--- src/rtl/mvt_pkg.sv ---
// Shared constants, types and register codes for the 4x4 matrix-vector transform.
package mvt_pkg;

   localparam int DIM          = 4;
   localparam int COEF_WIDTH   = 16;
   localparam int FRAC_BITS    = 8;
   localparam int VEC_WIDTH    = 16;
   localparam int NUM_COMP     = 4;
   localparam int NUM_ROWS     = 4;
   localparam int ROW_WIDTH    = 64;
   localparam int CSR_IDX_WIDTH = 3;

   localparam int PROD_WIDTH = COEF_WIDTH + VEC_WIDTH;
   localparam int ACC_WIDTH  = PROD_WIDTH + $clog2(DIM) + 1;

   typedef logic [VEC_WIDTH-1:0]  comp_type;
   typedef logic [COEF_WIDTH-1:0] coef_type;
   typedef logic [ACC_WIDTH-1:0]  acc_type;
   typedef logic [ROW_WIDTH-1:0]  row_type;

   localparam acc_type ROUND_CONST = (ACC_WIDTH'(1) << FRAC_BITS) >> 1;
   localparam acc_type OUT_MAX     = ACC_WIDTH'(32767);
   localparam acc_type OUT_MIN     = -ACC_WIDTH'(32768);
   localparam row_type COEF_ONE    = ROW_WIDTH'(1) << FRAC_BITS;

   typedef enum logic [CSR_IDX_WIDTH-1:0] {
      CSR_ROW_ZERO,
      CSR_ROW_ONE,
      CSR_ROW_TWO,
      CSR_ROW_THREE,
      CSR_ROW_VECTOR_MODE
   } csr_index_type;

   typedef struct packed {
      logic                       valid;
      comp_type [NUM_COMP-1:0]    vec;
      acc_type  [DIM-1:0]         sum;
   } cell_bus_type;

endpackage

--- src/rtl/mvt_cell.sv ---
// One multiply-accumulate cell: adds one matrix column times one vector component.
module mvt_cell (
   input  logic                                 clock,
   input  logic                                 reset,
   input  mvt_pkg::cell_bus_type                bus_in,
   input  mvt_pkg::coef_type [mvt_pkg::DIM-1:0] column,
   output mvt_pkg::cell_bus_type                bus_out
);

   logic signed [mvt_pkg::PROD_WIDTH-1:0]         prod [mvt_pkg::DIM];
   mvt_pkg::acc_type [mvt_pkg::DIM-1:0]           sum_in;
   mvt_pkg::acc_type [mvt_pkg::DIM-1:0]           sum_ff;
   mvt_pkg::comp_type [mvt_pkg::NUM_COMP-1:0]     vec_in;
   mvt_pkg::comp_type [mvt_pkg::NUM_COMP-1:0]     vec_ff;
   logic                                          valid_ff;

   always_comb begin
      for (int i = 0; i < mvt_pkg::DIM; i++) begin
         prod[i]   = $signed(column[i]) * $signed(bus_in.vec[0]);
         sum_in[i] = bus_in.sum[i] + mvt_pkg::ACC_WIDTH'(prod[i]);
      end
   end

   // The vector rotates so that every cell uses component zero.
   always_comb begin
      for (int k = 0; k < mvt_pkg::NUM_COMP - 1; k++) begin
         vec_in[k] = bus_in.vec[k+1];
      end
      vec_in[mvt_pkg::NUM_COMP-1] = bus_in.vec[0];
   end

   always_ff @(posedge clock) begin
      if (reset) begin
         valid_ff <= 1'b0;
      end else begin
         valid_ff <= bus_in.valid;
      end
   end

   always_ff @(posedge clock) begin
      sum_ff <= sum_in;
      vec_ff <= vec_in;
   end

   assign bus_out.valid = valid_ff;
   assign bus_out.vec   = vec_ff;
   assign bus_out.sum   = sum_ff;

endmodule

--- config.mk ---
export PLATFORM = sky130hd
export DESIGN_NAME = mvt_cell
export DESIGN_NICKNAME = d
export VERILOG_FILES = /design/src/rtl/mvt_pkg.sv /design/src/rtl/mvt_cell.sv
export SDC_FILE = /design/constraint.sdc
export NUM_CORES = 2
export LEC_CHECK = 0
export ABC_CLOCK_PERIOD_IN_PS = 10200
export BUFFER_PORTS_ARGS = -buffer_cell sky130_fd_sc_hd__buf_2
export CAP_MARGIN = 20
export CELL_PAD_IN_SITES_DETAIL_PLACEMENT = 0
export CELL_PAD_IN_SITES_GLOBAL_PLACEMENT = 1
export CORE_ASPECT_RATIO = 0.6
export CORE_MARGIN = 5
export CORE_UTILIZATION = 49
export DETAILED_ROUTE_END_ITERATION = 10
export GPL_TIMING_DRIVEN = 1
export PLACE_DENSITY = 0.95
export SLEW_MARGIN = 20
export SYNTH_ARGS = -nofsm -noshare
export SYNTH_HDL_FRONTEND = slang
export SYNTH_SLANG_ARGS = --single-unit
--- constraint.sdc ---
create_clock -name clock -period 10.2 [get_ports clock]
set_input_delay 1.02 -clock clock [delete_from_list [all_inputs] [get_ports clock]]
set_output_delay 1.02 -clock clock [all_outputs]
set_load 0.02 [all_outputs]
==> flow_metrics.env <==
export IMPL_synthXorXnorAreaFrac=0.04643
export IMPL_fp_dieH_um=257.5
export IMPL_antenna_found_initial=9
export IMPL_crit_top_cell="fa_1"
export IMPL_synth_simple_area_share=0.1441
export IMPL_synthMuxAreaShare=0.0002001
export IMPL_syn_area_um2=50020
export IMPL_grt_pass1_vias=40098
export IMPL_whs_path_depth=1
export IMPL_wl_um=128800
export IMPL_crit_fanout=41
export IMPL_report_final_slew_viol_count=0
export IMPL_cts_resized=0
export IMPL_viasPerCell=5.232
export IMPL_endpoint_kind="flip-flop"
export IMPL_cts_root_buf="clkbuf_16"
export IMPL_nets=7631
export IMPL_drt_initial_drc_count=2377
export IMPL_rows=90
export IMPL_cp_required_ns=10.71
export IMPL_cts_buffer_depth=3
export IMPL_critPathMaxStageDelay_ns=0.80
export IMPL_syn_to_final_growth_pct=9.181
export IMPL_htreeDepth=1
export IMPL_grt_start_max_net_pins=64
export IMPL_grt_first_pass_wirelength_um=212600
export IMPL_tightest_slew_ns=1.103
export IMPL_cts_tree="yes"
export IMPL_yosysWarnings=0
export IMPL_finalSetupViolCount=0
export IMPL_synthAdderAreaFrac=0.5402
export IMPL_cts_setup_buffers=0
export IMPL_gp_congestion=0.9223
export IMPL_ys_types=83
export IMPL_rsz0062_at_grt="no"
export IMPL_synth_top_family_by_area="adder cells"
export IMPL_clock_sinks=205
export IMPL_path_clk_slew_ns=0.07
export IMPL_dp_hpwl_um=106300
export IMPL_syn_inst=5481
export IMPL_yosys_register_bits=205
export IMPL_drc=0
export IMPL_seqCellArea_um2=4104
export IMPL_nFillCells=9101
export IMPL_hold_viol=0
export IMPL_core_area_um2=100900
export IMPL_grt_usage=0.2400
export IMPL_setup_worst_path_start="bus_in[141]"
export IMPL_port_buffers=475
export IMPL_fmax_mhz=108.4
export IMPL_drtAntennaViolNets=0
export IMPL_cts_hold_buf=0
export IMPL_fin_crit_ns=9.226
export IMPL_slowest_stage="buf_2"
export IMPL_grt_overflow_total=0
export IMPL_synth_edf_count=0
export IMPL_first_pass_iters=5
export IMPL_syn_area_per_cell_um2=9.125
export IMPL_synth_flop_cell="dfxtp_1"
export IMPL_wl_per_cell_um=17.91
export IMPL_die_x_um=422.5
export IMPL_period_share=0.9046
export IMPL_initial_core_util=0.4957
export IMPL_multi_input_area_um2=40600
export IMPL_drv_cap=0
export IMPL_relSlewSlack=0.2645
export IMPL_ys_seq_area_frac=0.08205
export IMPL_drive_gt1_frac=0.1029
export IMPL_numCtsBuffers=23
export IMPL_path_class="in -> reg"
export IMPL_async_reset_ff_frac=0
export IMPL_num_vias=37628
export IMPL_worstPathArrival_ns=9.73
export IMPL_ios=476
export IMPL_worstSetupEndpoint="bus_out[33]"
export IMPL_tns_ns=0
export IMPL_min_path_type="in -> reg"
export IMPL_outcome="complete, no violations"
export IMPL_synth_compound_area_frac=0.08093
export IMPL_die_area_um2=108800
export IMPL_syn_num_nets=7280
export IMPL_crit_path_start_kind="input pin"
-- area by class of cell --
cell class                      instances  area share
Clock inverter                         16    0.003964
Inverter                             1224     0.08414
Clock buffer                           26     0.01111
Antenna cell                            9   0.0004124
Sequential cell                       205     0.07515
Multi-Input combinational cell       3863      0.7436
Timing Repair Buffer                  515     0.05110
Tap cell                             1334     0.03057
-- worst min-delay path by stage --
stage | from | to | slack (ns)
6_report | bus_in[202] | bus_out[186] | 0.51
5_1_grt | bus_in[181] | bus_out[165] | 0.47
4_1_cts | bus_in[202] | bus_out[186] | 0.45
3_5_place_dp | bus_in[192] | bus_out[176] | 1.12
3_3_place_gp | bus_in[197] | bus_out[181] | 1.12
2_1_floorplan | bus_in[156] | bus_out[140] | 1.05
-- routing by layer --
| metal | global-route usage | vias up | wire length, um |
|---|---|---|---|
| met5 | 0 | - | 13 |
| met3 | 0.06820 | 132 | 13130 |
| li1 | - | 17337 | - |
| met2 | 0.3638 | 1509 | 55120 |
| met4 | 0.03455 | 2 | 2003 |
| met1 | 0.3509 | 18648 | 58550 |
-- cells by family (layout without fill, tap and decap cells) --
logic type	count (synthesis)	after routing
other cells	0	9
xor+xnor	261	261
flops	205	205
mux	1	1
buf+inv	1413	1781
simple gates	1458	1458
compound gates	615	615
fa+ha+maj	1528	1528
-- cell usage in the layout, fill, tap and decap left out, types with 22 or more instances in the layout --
cell type | netlist | routed
nand3_1 | 48 | 48
buf_4 | 1 | 31
dfxtp_1 | 205 | 205
buf_2 | 0 | 475
a21oi_1 | 206 | 206
xnor2_1 | 200 | 200
fa_1 | 1052 | 1052
nand2_1 | 583 | 583
a21o_1 | 88 | 88
clkbuf_16 | 0 | 23
nor3_1 | 35 | 35
o21ai_0 | 105 | 105
nand2b_1 | 46 | 46
nor2b_1 | 22 | 22
ha_1 | 476 | 476
nor2_1 | 159 | 159
o21a_1 | 32 | 32
inv_1 | 1224 | 1223
xor2_1 | 58 | 58
o21bai_1 | 37 | 37
and2_1 | 489 | 489
-- state kept, by name (all words and copies together), names as in the netlist --
| register | flops |
|---|---|
| bus_out | 204 |
| valid_ff | 1 |
-- per-stage QoR --
| stage | hold WS (ns) | instance area [um^2] | utilization | std cells | setup slack (ns) |
|---|---|---|---|---|---|
| after floorplan | 1.048 | 50020 | - | 5481 | 1.676 |
| after global routing | 0.4663 | 54590 | 0.5411 | 7187 | 0.4367 |
| final | 0.5120 | 54610 | 0.5412 | 7192 | 0.9735 |
| after CTS | 0.4458 | 54580 | 0.5410 | 7183 | 1.071 |
| after detailed placement | 1.124 | 53760 | 0.5328 | 7141 | 0.4255 |
| after global placement | 1.122 | 53760 | 0.5328 | 7141 | 0.5473 |
-- worst max-delay path: cells and delay by family --
| family | cells | cell delay, ns |
|---|---|---|
| buffers and inverters | 6 | 1.53 |
| adder cells (fa/ha/maj) | 8 | 3.71 |
| AO/OA/AOI/OAI | 12 | 2.56 |
| AND/OR/NAND/NOR | 4 | 0.60 |
| XOR/XNOR | 2 | 0.28 |
-- cells in the mapped netlist, types with 6 or more instances --
library cell	instances	area, um^2
inv_1	1224	4594
fa_1	1052	21060
nand2_1	583	2188
and2_1	489	3059
ha_1	476	5956
a21oi_1	206	1031
dfxtp_1	205	4104
xnor2_1	200	1752
clkbuf_1	185	694.4
nor2_1	159	596.8
o21ai_0	105	525.5
a21o_1	88	660.6
xor2_1	58	508.0
nand3_1	48	240.2
nand2b_1	46	287.8
o21bai_1	37	277.8
nor3_1	35	175.2
o21a_1	32	240.2
nor2b_1	22	137.6
and3_1	20	125.1
a211oi_1	18	135.1
nand4_1	17	106.4
a31oi_1	12	75.07
o211ai_1	10	75.07
or3_1	9	56.30
a31o_2	8	70.07
o31ai_1	8	60.06
a211o_1	7	61.31
o2111ai_1	6	52.55
o21ai_1	6	30.03
Power is not shown: default switching activity piles up to over one toggle a cycle in this logic, so the estimate is an artifact.
