File: config.mk
export PLATFORM = sky130hd
export DESIGN_NAME = mvt_sat
export DESIGN_NICKNAME = d
export VERILOG_FILES = /design/src/rtl/mvt_pkg.sv /design/src/rtl/mvt_sat.sv
export SDC_FILE = /design/constraint.sdc
export NUM_CORES = 1
export LEC_CHECK = 0
export BUFFER_PORTS_ARGS = -buffer_cell sky130_fd_sc_hd__buf_4
export CORE_AREA = 2 2 106 108
export CTS_BUF_LIST = sky130_fd_sc_hd__clkbuf_8
export DETAILED_ROUTE_END_ITERATION = 8
export DIE_AREA = 0 0 108 110
export GPL_ROUTABILITY_DRIVEN = 0
export GPL_TIMING_DRIVEN = 0
export PLACE_DENSITY_LB_ADDON = 0.25
export SLEW_MARGIN = 20
export SYNTH_ARGS = -nofsm -noshare
export SYNTH_HDL_FRONTEND = slang
export SYNTH_SLANG_ARGS = --single-unit
File: constraint.sdc
create_clock -name clock -period 1.75 [get_ports clock]
set_clock_uncertainty 0.05 [all_clocks]
set_input_delay 0 -clock clock [delete_from_list [all_inputs] [get_ports clock]]
set_output_delay 0 -clock clock [all_outputs]
set_load 0.005 [all_outputs]
File: src/rtl/mvt_pkg.sv
// Shared constants, types and register codes for the 4x4 matrix-vector transform.
package mvt_pkg;

   localparam int DIM          = 4;
   localparam int COEF_WIDTH   = 16;
   localparam int FRAC_BITS    = 8;
   localparam int VEC_WIDTH    = 16;
   localparam int NUM_COMP     = 4;
   localparam int NUM_ROWS     = 4;
   localparam int ROW_WIDTH    = 64;
   localparam int CSR_IDX_WIDTH = 3;

   localparam int PROD_WIDTH = COEF_WIDTH + VEC_WIDTH;
   localparam int ACC_WIDTH  = PROD_WIDTH + $clog2(DIM) + 1;

   typedef logic [VEC_WIDTH-1:0]  comp_type;
   typedef logic [COEF_WIDTH-1:0] coef_type;
   typedef logic [ACC_WIDTH-1:0]  acc_type;
   typedef logic [ROW_WIDTH-1:0]  row_type;

   localparam acc_type ROUND_CONST = (ACC_WIDTH'(1) << FRAC_BITS) >> 1;
   localparam acc_type OUT_MAX     = ACC_WIDTH'(32767);
   localparam acc_type OUT_MIN     = -ACC_WIDTH'(32768);
   localparam row_type COEF_ONE    = ROW_WIDTH'(1) << FRAC_BITS;

   typedef enum logic [CSR_IDX_WIDTH-1:0] {
      CSR_ROW_ZERO,
      CSR_ROW_ONE,
      CSR_ROW_TWO,
      CSR_ROW_THREE,
      CSR_ROW_VECTOR_MODE
   } csr_index_type;

   typedef struct packed {
      logic                       valid;
      comp_type [NUM_COMP-1:0]    vec;
      acc_type  [DIM-1:0]         sum;
   } cell_bus_type;

endpackage

File: src/rtl/mvt_sat.sv
// Output stage: drops the fraction bits, saturates to 16 bits and registers the result.
module mvt_sat (
   input  logic                                      clock,
   input  logic                                      reset,
   input  mvt_pkg::cell_bus_type                     bus_in,
   output logic                                      strobe,
   output mvt_pkg::comp_type [mvt_pkg::NUM_COMP-1:0] vout,
   output logic                                      clipped
);

   mvt_pkg::comp_type [mvt_pkg::NUM_COMP-1:0] vout_in;
   mvt_pkg::comp_type [mvt_pkg::NUM_COMP-1:0] vout_ff;
   logic [mvt_pkg::NUM_COMP-1:0]              clip_in;
   logic                                      clipped_ff;
   logic                                      strobe_ff;

   for (genvar i = 0; i < mvt_pkg::NUM_COMP; i++) begin : g_comp
      if (i < mvt_pkg::DIM) begin : g_used
         mvt_pkg::acc_type shifted;
         always_comb begin
            shifted = $signed(bus_in.sum[i]) >>> mvt_pkg::FRAC_BITS;
            if ($signed(shifted) > $signed(mvt_pkg::OUT_MAX)) begin
               vout_in[i] = mvt_pkg::OUT_MAX[mvt_pkg::VEC_WIDTH-1:0];
               clip_in[i] = 1'b1;
            end else if ($signed(shifted) < $signed(mvt_pkg::OUT_MIN)) begin
               vout_in[i] = mvt_pkg::OUT_MIN[mvt_pkg::VEC_WIDTH-1:0];
               clip_in[i] = 1'b1;
            end else begin
               vout_in[i] = shifted[mvt_pkg::VEC_WIDTH-1:0];
               clip_in[i] = 1'b0;
            end
         end
      end else begin : g_unused
         assign vout_in[i] = '0;
         assign clip_in[i] = 1'b0;
      end
   end

   always_ff @(posedge clock) begin
      if (reset) begin
         strobe_ff <= 1'b0;
      end else begin
         strobe_ff <= bus_in.valid;
      end
   end

   always_ff @(posedge clock) begin
      vout_ff    <= vout_in;
      clipped_ff <= |clip_in;
   end

   assign strobe  = strobe_ff;
   assign vout    = vout_ff;
   assign clipped = clipped_ff;

endmodule

==> impl_metrics.json, run 1 <==
{
  "synth.most_common_cell": "dfxtp_1",
  "syn_area_um2": 2150,
  "die_x_um": 108,
  "drt-total-wl_mm": 7.56,
  "avgRoutedWirePerCell_um": 12.9,
  "root_buffer": "clkbuf_8",
  "fillers": 985,
  "vias": 2393,
  "drt_iter0_drc": 60,
  "final_antenna_net_count": 0,
  "grt_max_degree": 13,
  "synthFlopType": "dfxtp_1",
  "combPwrFrac_pct": 18.1,
  "synth_area_leader_cell": "dfxtp_1",
  "cts_sinks": 66,
  "synth_seq_cells": 66,
  "post-route-period-util_pct": 96.5,
  "initial_core_util_pct": 20.1,
  "yosysTopAreaCellShare_pct": 61.4,
  "yosys_warnings": 0,
  "ios": 273,
  "run_status": "finished, final reports clean",
  "crit_arrival_ps": 1900,
  "synth_nets": 382,
  "final_nets": 650,
  "power_density_nw_per_um2": 814,
  "multi_input_area_um2": 759,
  "grt.total_usage_pct": 12.6,
  "worstHoldStart": "bus_in[34]",
  "grt_pass1_vias": 2498,
  "path_class": "in -> reg",
  "cts.reportedPaths.clkPinSlew_ps": 70,
  "die-height_um": 110,
  "p_leak_uw": 0.00215,
  "irDropWorstVdd_mv": 0.437,
  "power_switching_share_pct": 22.7,
  "synth_seq_area_share_pct": 61.4,
  "power.switching_uw": 869,
  "synth_cell_type_count": 18,
  "syn_avg_cell_area_um2": 12.3,
  "fin_crit_ps": 1690,
  "cp_max_fo": 7,
  "portBuffers": 176,
  "grt_overflow": 0,
  "critPathLaunchType": "input pin",
  "fmax_mhz": 592,
  "hold_viol_final": 0,
  "diodes": 0,
  "rsz0062_at_grt": "false",
  "postSynthCellCount": 175,
  "p_clk_share_pct": 39.4,
  "cts_tree": "yes",
  "vias_per_cell": 4.07,
  "p_seq_share_pct": 42.5,
  "drc": 0,
  "core_area_um2": 10700,
  "synthTopCellsByArea": "dfxtp_1, o21a_1, a21o_1",
  "p_int_uw": 2960,
  "dp_hpwl_mm": 5.45,
  "antenna_found_initial": 0,
  "drive_gt1_share_pct": 46.4,
  "cts_inserted_buffers": 9,
  "die-area_um2": 11900,
  "cp-startpoint": "bus_in[104]",
  "cts.path.max_buffers": 2,
  "grt_first_pass_wirelength_mm": 11.6,
  "max_slew_margin_pct": 47.1,
  "rows": 38,
  "dr.pass1.iters": 4,
  "setup_violations": 0,
  "hold_path_class": "in -> reg",
  "worst_pin_slew_ps": 790,
  "finalPower_uw": 3830,
  "postCtsSetupRepairBufs": 0,
  "cap_violations": 0,
  "worst_setup_path_end_kind": "flip-flop",
  "synth_edf_count": 0,
  "htree_num_levels": 3,
  "regArea_um2": 1320,
  "area_growth_pct": 118,
  "tns_ps": 0,
  "required_ps": 1970,
  "ys_async_sr_fraction_pct": 0,
  "ys_top_cells_by_count": "dfxtp_1, o21a_1, a21o_1",
  "slew_viol_final": 0
}
metal layers:
metal	vias up	GRT usage, %	wire [um]
li1	1180	-	-
met1	1077	15.2	3100
met2	134	20.4	3470
met3	2	5.47	967
met4	0	3.85	26
met5	-	0	0
worst max-delay path: stages:
cell and delay [ps]:
dlygate4sd3_1 530, buf_4 150, a31oi_1 500, o21a_1 180
dlygate4sd3_1 540
final timing paths:
| kind | to | slack (ps) | cells after the start |
|---|---|---|---|
| worst min-delay path | vout[8]$_SDFF_PN1_ | 60 | 3 |
| worst max-delay path | vout[32]$_SDFF_PN1_ | 60 | 5 |
cell usage in the layout, fill, tap and decap left out, types with 2 or more instances in the layout:
master         count
buf_4            183
dlygate4sd3_1     81
dfxtp_1           66
o21a_1            45
a21o_1            15
clkbuf_8          11
nand4_1            8
nor4_1             7
nand3_1            4
nor3_1             4
o31ai_4            4
clkbuf_1           4
a31oi_1            3
bufinv_16          2
area by class of cell:
type / count / area share (%)
repair buffers: 257 / 45.3
flip-flops and latches: 66 / 28.1
multi-input cells: 97 / 16.1
well taps: 140 / 3.72
clock buffers: 11 / 3.22
clock inverters: 5 / 1.81
plain buffers: 12 / 1.68
power by group through the flow:
stage / clock, uW / sequential [uW] / combinational, uW
2_1_floorplan: 0 / 1670 / 138
3_3_place_gp: 0 / 1660 / 544
3_5_place_dp: 0 / 1660 / 549
4_1_cts: 1570 / 1630 / 700
5_1_grt: 1640 / 1640 / 757
6_report: 1510 / 1630 / 694
sequential cells by signal, indices dropped and copies added, names as in the netlist:
name     count
strobe       1
clipped      1
vout        64
stage by stage:
step                utilization (%)  hold WS, ps  instance area (um2)  std cells  setup WS, ps
floorplan                         -         21.6                 2150        175           741
global placement               34.1          104                 3650        491          74.2
detailed placement             34.1          110                 3650        491          53.4
CTS                            43.9         37.6                 4700        588          62.3
global route                   44.0         53.1                 4700        588          12.7
finish                         44.0         59.7                 4700        588          61.8
timing repair:
action                                  in CTS  in global routing
hold buffers                                81                  0
resized for setup                            0                  1
hold endpoints to repair                    65                  0
endpoints found under the setup margin       0                  3
cell families after synthesis:
group,count (synthesis),synth area share [%]
buf+inv,12,3.66
simple gates,28,8.54
compound gates,69,26.4
flops,66,61.4
Note: power is estimated with default switching activity, not from simulation.
==> inputs of run 2 (changes only) <==
==> constraint.sdc (replaced) <==
create_clock -name clock -period 1.7 [get_ports clock]
set_clock_uncertainty 0.05 [all_clocks]
set_input_delay 0 -clock clock [delete_from_list [all_inputs] [get_ports clock]]
set_output_delay 0 -clock clock [all_outputs]
set_load 0.005 [all_outputs]
==> run 2 against run 1 <==
Effect of this change: total power grew 3.0%; die area is the same; wire length is essentially flat; combinational power grew 3.2%; critical path depth is the same; critical path type unchanged; critical endpoint is now vout[19]$_SDFF_PN1_.
==> impl_metrics.json, run 2 (synthesis results as in run 1) <==
{
  "run_status": "finished, final reports clean",
  "pre_cts_ws_ps": 3.38,
  "power_density_nw_per_um2": 837,
  "met3_length_um": 968,
  "layout_commonest_cell": "buf_4",
  "vias_per_cell": 4.08,
  "dr.pass1.iters": 4,
  "hold-worst-slack_ps": 59.3,
  "drt-total-wl_mm": 7.57,
  "finalPower_uw": 3940,
  "cap_violations": 0,
  "slew_viol_final": 0,
  "cts_sinks": 66,
  "drt_iter0_drc": 52,
  "worstHoldStart": "bus_in[34]",
  "path_class": "in -> reg",
  "rsz0062_at_grt": "false",
  "cts.path.max_buffers": 2,
  "cts_inserted_buffers": 9,
  "fmax_mhz": 655,
  "p_leak_uw": 0.00215,
  "avgRoutedWirePerCell_um": 12.9,
  "final_antenna_net_count": 0,
  "worst_setup_path_end_kind": "flip-flop",
  "vias": 2397,
  "grt_pass1_vias": 2498,
  "setup_violations": 0,
  "dp_hpwl_mm": 5.45,
  "cp_max_fo": 7,
  "top_layer": "met4",
  "hold_viol_final": 0,
  "crit_arrival_ps": 1750,
  "place_inst": 491,
  "fillers": 983,
  "cp-startpoint": "bus_in[69]",
  "antenna_found_initial": 0,
  "grt_overflow": 0,
  "area_growth_pct": 119,
  "max_slew_margin_pct": 47.1,
  "grt_first_pass_wirelength_mm": 11.6,
  "drc": 0,
  "wl_met2_mm": 3.47,
  "layout_common_cells": "buf_4, dlygate4sd3_1, dfxtp_1",
  "required_ps": 1920,
  "ios": 273,
  "setup_ws_ps": 174,
  "largest_register_ffs": 64,
  "die-height_um": 110,
  "cts.reportedPaths.clkPinSlew_ps": 70,
  "postCtsSetupRepairBufs": 0,
  "fin_crit_ps": 1530,
  "grt_max_degree": 13,
  "final_nets": 650,
  "tns_ps": 0,
  "htree_num_levels": 3,
  "initial_core_util_pct": 20.1,
  "critPathLaunchType": "input pin",
  "rows": 38,
  "irDropWorstVdd_mv": 0.450,
  "portBuffers": 176,
  "drive_gt1_share_pct": 46.7,
  "grt.total_usage_pct": 12.6,
  "routedLengthMet1_mm": 3.10,
  "root_buffer": "clkbuf_8",
  "die_x_um": 108,
  "core_area_um2": 10700,
  "post-route-period-util_pct": 89.8,
  "worst_pin_slew_ps": 790,
  "diodes": 0,
  "cts_tree": "yes",
  "hold_path_class": "in -> reg",
  "die-area_um2": 11900,
  "instances_no_fill": 588
}
run 2: routing by layer:
layer	GRT usage (%)	vias up
met5	0	-
met4	3.85	0
met3	5.47	2
met2	20.4	134
met1	15.2	1081
li1	-	1180
run 2: path summary, 6_finish.rpt:
path,cells after the start,end
min,3,vout[8]$_SDFF_PN1_
max,5,vout[19]$_SDFF_PN1_
run 2: area by class of cell:
cell class                      count  area (um2)  share of cell area (%)
Buffer                             12        78.8                    1.67
Clock buffer                       11         151                    3.21
Clock inverter                      5        85.1                    1.81
Multi-Input combinational cell     97         766                    16.3
Sequential cell                    66        1320                    28.1
Tap cell                          140         175                    3.72
Timing Repair Buffer              257        2130                    45.3
run 2: worst max-delay path, cell delays in order:
cell           delay (ps)
dlygate4sd3_1         550
buf_4                 160
a31oi_2               360
a21o_1                130
dlygate4sd3_1         540
run 2: timing repair:
action,4_1_cts,5_1_grt
hold buffers,81,0
hold endpoints to repair,65,0
endpoints found under the setup margin,0,7
resized for setup,0,2
run 2: stage by stage:
| step | cell area (um2) | utilization [%] |
|---|---|---|
| floorplan | 2150 | - |
| global placement | 3650 | 34.1 |
| detailed placement | 3650 | 34.1 |
| CTS | 4700 | 43.9 |
| global route | 4710 | 44.0 |
| finish | 4710 | 44.0 |
run 2: power by group:
part           switching (uW)  internal [uW]  leakage (uW)
registers                28.1           1650      0.000555
clock network             638            915      0.000116
logic                     229            487       0.00147
